### config.mk
export PLATFORM = sky130hd
export DESIGN_NAME = integer_square_root_search_top
export DESIGN_NICKNAME = d
export VERILOG_FILES = /design/src/isrs_pkg.sv /design/src/isrs_datapath.sv /design/src/isrs_ctrl.sv /design/src/integer_square_root_search_top.sv
export VERILOG_INCLUDE_DIRS = /design/src /design/src/src
export SDC_FILE = /design/constraint.sdc
export NUM_CORES = 1
export LEC_CHECK = 0
export BUFFER_PORTS_ARGS = -buffer_cell sky130_fd_sc_hd__buf_2
export CAP_MARGIN = 20
export CORE_UTILIZATION = 30
export CTS_CLUSTER_SIZE = 14
export DETAILED_ROUTE_END_ITERATION = 12
export MAX_ROUTING_LAYER = met4
export PLACE_DENSITY = 0.56
export SLEW_MARGIN = 10
export SYNTH_ARGS = -nofsm -noshare
export SYNTH_HDL_FRONTEND = slang
export SYNTH_HIERARCHICAL = 1
export SYNTH_SLANG_ARGS = --single-unit
export TNS_END_PERCENT = 1
### constraint.sdc
create_clock -name clk_i -period 7.7 [get_ports clk_i]
set_input_delay 0.77 -clock clk_i [delete_from_list [all_inputs] [get_ports clk_i]]
set_output_delay 0.77 -clock clk_i [all_outputs]
set_load 0.01 [all_outputs]
### src/integer_square_root_search_top_defines.svh
// assertion macros for the square root search block
`ifndef INTEGER_SQUARE_ROOT_SEARCH_TOP_DEFINES_SVH
`define INTEGER_SQUARE_ROOT_SEARCH_TOP_DEFINES_SVH

`ifndef SYNTH
// same-cycle implication, checked on every rising clock edge out of reset
`define ISRS_ASSERT_IMP(label, ante, cons) \
  label: assert property (@(posedge clk_i) disable iff (!rst_ni) (ante) |-> (cons)) \
    else $error("isrs assertion failed");
// next-cycle implication
`define ISRS_ASSERT_NXT(label, ante, cons) \
  label: assert property (@(posedge clk_i) disable iff (!rst_ni) (ante) |=> (cons)) \
    else $error("isrs assertion failed");
`else
`define ISRS_ASSERT_IMP(label, ante, cons)
`define ISRS_ASSERT_NXT(label, ante, cons)
`endif

`endif

### src/isrs_pkg.sv
`timescale 1ns / 1ps

package isrs_pkg;

  // field widths of the stream items
  localparam int VALUE_W = 32;
  localparam int ROOT_W  = 16;

  // default width of the value that takes part in the search
  localparam int VALUE_WIDTH_DEF = 32;

  // controller states, one-hot
  typedef enum logic [4:0] {
    ST_IDLE = 5'b00001,
    ST_MID  = 5'b00010,
    ST_SQR  = 5'b00100,
    ST_UPD  = 5'b01000,
    ST_DONE = 5'b10000
  } isrs_state_e;

  // commands from controller to datapath
  typedef struct packed {
    logic load;      // capture a new value and set up the bounds
    logic calc_mid;  // register the midpoint of the bounds
    logic square;    // register the square of the midpoint
    logic update;    // compare and move one bound
    logic emit;      // move best root into the output register
    logic in_ready;  // controller can take an item
  } isrs_cmd_t;

  // status from datapath to controller
  typedef struct packed {
    logic range_ok;  // low bound not above high bound
  } isrs_status_t;

endpackage

### src/isrs_datapath.sv
`timescale 1ns / 1ps

module isrs_datapath
  import isrs_pkg::*;
#(
  parameter int VALUE_WIDTH = VALUE_WIDTH_DEF
) (
  input  logic                clk_i,
  input  isrs_cmd_t           cmd_i,
  input  logic [VALUE_W-1:0]  value_i,
  output isrs_status_t        status_o,
  output logic [ROOT_W-1:0]   root_o
);

  localparam int HALF = (VALUE_WIDTH + 1) / 2;
  localparam int RW   = HALF + 1;
  localparam int SQW  = 2 * HALF;

  logic [VALUE_WIDTH-1:0] held_q;
  logic [RW-1:0]          low_q, high_q;
  logic [HALF-1:0]        mid_q, best_q;
  logic [SQW-1:0]         sq_q;

  logic [VALUE_WIDTH+VALUE_W-1:0] value_ext;
  logic [VALUE_WIDTH-1:0]         value_m;
  logic [VALUE_WIDTH+SQW-1:0]     new_ext;
  logic [VALUE_WIDTH+SQW-1:0]     held_ext;
  logic [SQW-1:0]                 new_cmp, held_cmp, lim_cmp;
  logic [RW:0]                    mid_sum;
  logic [HALF+ROOT_W-1:0]         best_ext;

  // keep only the low VALUE_WIDTH bits of the incoming value
  assign value_ext = {{VALUE_WIDTH{1'b0}}, value_i};
  assign value_m   = value_ext[VALUE_WIDTH-1:0];

  // compare-width views
  assign new_ext  = {{SQW{1'b0}}, value_m};
  assign held_ext = {{SQW{1'b0}}, held_q};
  assign new_cmp  = new_ext[SQW-1:0];
  assign held_cmp = held_ext[SQW-1:0];
  assign lim_cmp  = {{HALF{1'b0}}, {HALF{1'b1}}};

  assign mid_sum  = {1'b0, low_q} + {1'b0, high_q};

  // search registers
  always_ff @(posedge clk_i) begin
    if (cmd_i.load) begin
      held_q <= value_m;
      low_q  <= RW'(1);
      best_q <= '0;
      if (new_cmp < lim_cmp) begin
        high_q <= new_cmp[RW-1:0];
      end else begin
        high_q <= lim_cmp[RW-1:0];
      end
    end
    if (cmd_i.calc_mid) begin
      mid_q <= mid_sum[HALF:1];
    end
    if (cmd_i.square) begin
      sq_q <= SQW'(mid_q) * SQW'(mid_q);
    end
    if (cmd_i.update) begin
      if (sq_q <= held_cmp) begin
        best_q <= mid_q;
        low_q  <= {1'b0, mid_q} + RW'(1);
      end else begin
        high_q <= {1'b0, mid_q} - RW'(1);
      end
    end
  end

  assign status_o.range_ok = (low_q <= high_q);

  // low 16 bits of the best root
  assign best_ext = {{ROOT_W{1'b0}}, best_q};
  assign root_o   = best_ext[ROOT_W-1:0];

endmodule

### src/isrs_ctrl.sv
`timescale 1ns / 1ps

module isrs_ctrl
  import isrs_pkg::*;
(
  input  logic         clk_i,
  input  logic         rst_ni,
  input  logic         in_valid_i,
  input  logic         out_free_i,
  input  isrs_status_t status_i,
  output isrs_cmd_t    cmd_o
);

  isrs_state_e state_q, state_d;

  // next state and commands
  always_comb begin
    state_d = state_q;
    cmd_o   = '0;
    case (state_q)
      ST_IDLE: begin
        cmd_o.in_ready = 1'b1;
        if (in_valid_i) begin
          cmd_o.load = 1'b1;
          state_d    = ST_MID;
        end
      end
      ST_MID: begin
        if (status_i.range_ok) begin
          cmd_o.calc_mid = 1'b1;
          state_d        = ST_SQR;
        end else begin
          state_d = ST_DONE;
        end
      end
      ST_SQR: begin
        cmd_o.square = 1'b1;
        state_d      = ST_UPD;
      end
      ST_UPD: begin
        cmd_o.update = 1'b1;
        state_d      = ST_MID;
      end
      ST_DONE: begin
        if (out_free_i) begin
          cmd_o.emit = 1'b1;
          state_d    = ST_IDLE;
        end
      end
      default: begin
        state_d = ST_IDLE;
      end
    endcase
  end

  // state register
  always_ff @(posedge clk_i or negedge rst_ni) begin
    if (!rst_ni) begin
      state_q <= ST_IDLE;
    end else begin
      state_q <= state_d;
    end
  end

endmodule

### src/integer_square_root_search_top.sv
`timescale 1ns / 1ps
// Floor square root by binary search. Each input item carries a 32-bit unsigned value, of
// which the low VALUE_WIDTH bits are used; each result item carries the 16-bit floor root.
// One item is worked on at a time. A search step registers the midpoint, squares it on the
// one multiplier, then compares and updates a bound, and a search needs at most
// H = (VALUE_WIDTH+1)/2 steps; zero needs none. The result sits in an output register,
// so the next item is taken as soon as the result is loaded there, even before it is read.

`include "integer_square_root_search_top_defines.svh"

module integer_square_root_search_top
  import isrs_pkg::*;
#(
  parameter int VALUE_WIDTH = VALUE_WIDTH_DEF
) (
  input  logic               clk_i,
  input  logic               rst_ni,
  input  logic               s_axis_tvalid,
  output logic               s_axis_tready,
  input  logic [VALUE_W-1:0] s_axis_tdata,   // [31:0] value
  output logic               m_axis_tvalid,
  input  logic               m_axis_tready,
  output logic [ROOT_W-1:0]  m_axis_tdata    // [15:0] root
);

  isrs_cmd_t          cmd;
  isrs_status_t       status;
  logic [ROOT_W-1:0]  root;
  logic               out_valid_q;
  logic [ROOT_W-1:0]  out_root_q;
  logic               out_free;

  assign out_free = !out_valid_q || m_axis_tready;

  isrs_ctrl u_ctrl (
    .clk_i      (clk_i),
    .rst_ni     (rst_ni),
    .in_valid_i (s_axis_tvalid),
    .out_free_i (out_free),
    .status_i   (status),
    .cmd_o      (cmd)
  );

  isrs_datapath #(
    .VALUE_WIDTH (VALUE_WIDTH)
  ) u_datapath (
    .clk_i    (clk_i),
    .cmd_i    (cmd),
    .value_i  (s_axis_tdata),
    .status_o (status),
    .root_o   (root)
  );

  // output register, valid flag
  always_ff @(posedge clk_i or negedge rst_ni) begin
    if (!rst_ni) begin
      out_valid_q <= 1'b0;
    end else if (cmd.emit) begin
      out_valid_q <= 1'b1;
    end else if (m_axis_tready) begin
      out_valid_q <= 1'b0;
    end
  end

  // output register, payload
  always_ff @(posedge clk_i) begin
    if (cmd.emit) begin
      out_root_q <= root;
    end
  end

  assign s_axis_tready = cmd.in_ready;
  assign m_axis_tvalid = out_valid_q;
  assign m_axis_tdata  = out_root_q;

  // controller busy right after taking an item
  `ISRS_ASSERT_NXT(a_busy_after_accept, s_axis_tvalid && s_axis_tready, !s_axis_tready)
  // a result is only loaded into a free output slot
  `ISRS_ASSERT_IMP(a_emit_into_free_slot, cmd.emit, out_free)
  // no search work while waiting for an item
  `ISRS_ASSERT_IMP(a_idle_no_work, s_axis_tready, !cmd.square && !cmd.update && !cmd.emit)

endmodule
---- Yosys cells after proc, flatten, opt, wreduce, memory -nomap -nowiden ----
Cells that the tools add are included.
storage, ports and cells
  bits in registers ....................... 152
  bits of input ports ..................... 36
  output and inout port bits .............. 18
  logic and storage cells ................. 52
operators by class
  $add $sub $neg .......................... 3
  multiply operators ...................... 1
  $lt $le $gt $ge ......................... 3
  eq/ne operators ......................... 7
  muxes and demuxes ....................... 25
  reductions and logical operators ........ 4
operator list
  operator                                                                count
  17-bit 2-to-1 mux                                                       7
  16-bit 2-to-1 mux                                                       3
  32-bit less-or-equal comparator                                         1
  32-bit by 16-bit < comparator with 1-bit output, second input constant  1
  16-bit by 16-bit multiplier with 32-bit output                          1
  5-bit case mux with 5 select lines                                      1
  16-bit by 1-bit adder with 17-bit output, second input constant         1
  17-bit adder                                                            1
  17-bit less-or-equal comparator                                         1
  16-bit by 1-bit subtractor with 17-bit output, second input constant    1
  5-bit 2-to-1 mux                                                        3
  1-bit 2-to-1 mux                                                        11
  5-bit by 1-bit equality test with 1-bit output, second input constant   1
  5-bit by 2-bit equality test with 1-bit output, second input constant   1
  5-bit by 3-bit equality test with 1-bit output, second input constant   1
  5-bit by 4-bit equality test with 1-bit output, second input constant   1
  5-bit equality test, second input constant                              1
  2-bit inequality test, second input constant                            2
  2-bit AND reduction                                                     1
  2-bit nonzero test                                                      1
  1-bit zero test                                                         1
  1-bit logical OR                                                        1

---- Logic depth before layout (Yosys ltp) ----
  depth after elaboration ................. 5
  gate-level depth with buffers ........... 25
  depth with buffers taken out ............ 23

---- Modules after synthesis ----
The synthesis kept the hierarchy.
by module, submodules not included
  module                          times used  cells each  area each (µm²)  sequential area each (µm²)
  isrs_datapath                   1           1464        14133.6          3373.2
  integer_square_root_search_top  1           19          528.0            505.5
  isrs_ctrl                       1           28          281.5            126.4

---- Worst setup path before layout ----
No wires, ideal clock.
  path kind ............................... register to register
  start point ............................. register u_datapath.mid_q[4]
  end point ............................... register u_datapath.sq_q[30] (data pin)
  setup time .............................. 0.271 ns
  arrival ................................. 6.098 ns
  data required time ...................... 7.429 ns
  slack ................................... 1.331 ns
  stages on the path, launching flop included .. 21
  buffers on the path ..................... 3
  period minus slack after synthesis ...... 6.369 ns
  cell sequence ........................... edfxtp_1 > clkbuf_1 > clkbuf_1 > buf_1 > nand2_1 > fa_1 > fa_1 > inv_1 > fa_1 > fa_1 > fa_1 > inv_1 > fa_1 > inv_1 > ha_1 > nand4_1 > o41ai_2 > a21oi_1 > a211o_1 > mux2i_1 > o2111ai_1
between the ends
  word-level cells in the longest chain between the ends .. 1
ends and longest elaborated chain
  element                                         line                 text
  from (decl)                                     isrs_datapath.sv:21  logic [HALF-1:0] mid_q, best_q;
  from (signal assigned)                          isrs_datapath.sv:58  mid_q <= mid_sum[HALF:1];
  16-bit by 16-bit multiplier with 32-bit output  isrs_datapath.sv:61  sq_q <= SQW'(mid_q) * SQW'(mid_q);
  to (signal assigned)                            isrs_datapath.sv:61
  to (decl)                                       isrs_datapath.sv:22  logic [SQW-1:0] sq_q;
Every way passes these cells.
A chain may end at the register's enable or synchronous reset.

---- Worst setup path in the final report ----
  start point ............................. register u_datapath.mid_q[5]
  end point ............................... register u_datapath.sq_q[30] (data pin)
The elaborated chain is that of the path after synthesis.

==> run metrics <==
register area=0.004005 sq mm; clock sinks=151; Final Hold Vio Count=0; Distinct cells, synth=76; Top FF cell, synth=edfxtp_1; # setup viols final=0; largest net degree at the start of global routing=46; FP Rows=81; async set-or-reset flop fraction in the synthesized netlist=0.03974; critical path class=reg -> reg; DR vias=10420; vias in the first global route=11070; WL met2=17.75 mm; arrival time of the worst setup path=7.01 ns; WL/cell=15.91 um; Final Max Slew Viols=0; CTS Root Buffer Type=clkbuf_16; diode count=0; drt via density=4.691; final worst path period need=6.837 ns; Placer Congestion=0.8420; Yosys reg bits=151; CP Capture Type=register; Post-CTS Hold Buffers=0; CTS max path bufs=2; synth-to-layout area growth=10.58%; Tightest Pin Transition=0.9594 ns; chip height=225.2 um; Synthesized Nets=1877; final net count=1911; skew final=0.01393 ns; DRT iter0 DRCs=573; # DRC=0; layout cells sized above 1=0.08601; Avg Cell Area, Syn=9.890 sq um; Max Cap Viol=0; Clock Latency Late Sink=0.44 ns; Final WS setup=0.8633 ns; initial core utilization=0.3046; area of the multi-input gates=0.009410 sq mm; Die W=225.2 um; final WL=35.36 mm; H-tree depth=4; sequential share of the synthesized area=0.2680; PortBufs=53; mapped cell area=0.01494 sq mm; number of post-CTS setup repair buffers=0; Post-synth EDFFs=95; Hold WS=0.1452 ns; Synth area leaders=fa_1 22%, edfxtp_1 19%, ha_1 14%, inv_1 8.6%, dfxtp_1 6.7%; status=finished, final reports clean; post-synth top area share=0.2210; Core Area=0.04905 sq mm; min-delay worst type=in -> async; FMAX=146.3 MHz; commonest non-fill, non-tap cell in the layout=inv_1; drt first pass iters=5; GRT Total Usage=0.1503; met3 WL=1.211 mm; Reg clk slew, reported paths=0.07 ns; Die ar.=0.05071 sq mm; most frequent cells in the layout=344 x inv_1, 165 x fa_1, 165 x ha_1; Setup TNS Final=0 ns; Detail Placement HPWL=28.09 mm; RSZ-0062 raised after global routing=no; CTS Buf Count=17; antenna violation net count after detailed routing=0; Startpoint Class=register; Highest Signal Layer=met4; TritonCTS clock tree=built; total of fill cells in the finished design=5071; global-route wire length before repair=57.44 mm; Worst Path Required=7.87 ns; post-CTS sizing=0; pre-CTS WS=0.8940 ns; cells after synthesis=1511; wl on met1=15.13 mm; worst-path maximum fanout=20; Rel. slew slack=0.3604; period utilization=0.8879; Yosys top cell by area=fa_1; io pins=54; Congestion Overflow GR=0; YS warnings=6; antenna violations before repair=0
[cell type report]
cell class              instances  area share
clock buffers                  19     0.02749
clock inverters                13    0.007799
inverters                     345     0.07837
multi-input cells             959      0.5695
flip-flops and latches        151      0.2424
well taps                     664     0.05028
repair buffers                 71     0.02423
[cell usage after synthesis, drive strengths merged (12+ instances only)]
cell,instances
inv,345
nor3,15
dfxtp,50
fa,165
o21ai,25
xnor2,52
o22ai,18
o32ai,29
nand3,15
buf,12
nand4,13
a21oi,48
clkbuf,44
xor2,24
nand2,124
nor2b,14
o21bai,13
nand2b,12
ha,165
edfxtp,95
and2,53
a21o,25
nor2,40
mux2i,20
[critical path: stages (launching register included)]
cell and delay [ns]:
edfxtp_1 0.84, and2_1 0.27, inv_1 0.07, fa_1 0.49
inv_1 0.06, fa_1 0.50, inv_1 0.05, fa_1 0.52
inv_1 0.04, fa_1 0.44, fa_1 0.49, inv_1 0.05
fa_1 0.52, inv_1 0.04, ha_1 0.37, nand4_1 0.16
o41ai_2 0.78, a21oi_1 0.24, a211o_1 0.35, mux2i_1 0.15
o2111ai_1 0.12
[per-stage QoR]
step / instances / area [sq um] / utilization
after floorplan: 1511 / 14940 / -
after global placement: 2190 / 15940 / 0.3250
after detailed placement: 2190 / 15940 / 0.3250
after CTS: 2222 / 16520 / 0.3369
after global routing: 2222 / 16520 / 0.3369
final: 2222 / 16520 / 0.3369
[registers in the layout, summed over array words and instances (netlist names)]
register             count
m_axis_tdata            16
m_axis_tvalid            1
u_ctrl/state_q           5
u_datapath/held_cmp     32
u_datapath/high_q       17
u_datapath/low_q        17
u_datapath/mid_q        16
u_datapath/root_o       16
u_datapath/sq_q         31
[logic make-up (layout without fill, tap and decap cells)]
family,Yosys count,after routing,synth area share
flip-flops,151,151,0.2680
XOR/XNOR,76,76,0.04455
buffers and inverters,401,448,0.1032
AND/OR/NAND/NOR,335,335,0.1188
AO/OA/AOI/OAI,196,196,0.09135
adder cells (fa/ha/maj),330,330,0.3592
multiplexers,22,22,0.01490
[path summary, 6_finish.rpt]
| check | start | endpoint | slack, ns | cells past startpoint |
|---|---|---|---|---|
| setup / recovery | u_datapath/mid_q[5]$_DFFE_PP_ | u_datapath/sq_q[30]$_DFFE_PP_ | 0.86 | 20 |
| max in group asynchronous | rst_ni | u_ctrl/state_q[0]$_DFFE_PN1P_ | 7.33 | 1 |
| setup reg to reg | u_datapath/mid_q[5]$_DFFE_PP_ | u_datapath/sq_q[30]$_DFFE_PP_ | 0.86 | 20 |
| hold / removal | rst_ni | u_ctrl/state_q[2]$_DFFE_PN0P_ | 0.15 | 1 |
| min in group clk_i | u_datapath/root_o[4]$_DFF_P_ | m_axis_tdata[4]$_DFFE_PP_ | 0.43 | 0 |
| hold reg to reg | u_datapath/root_o[4]$_DFF_P_ | m_axis_tdata[4]$_DFFE_PP_ | 0.43 | 0 |
[layer usage]
layer,up-vias,GRT usage
li1,4966,-
met1,5223,0.1798
met2,185,0.2554
met3,49,0.01760
met4,0,0.06386
met5,-,-
Power is not shown: default switching activity piles up to over one toggle a cycle in this logic, so the estimate is an artifact.
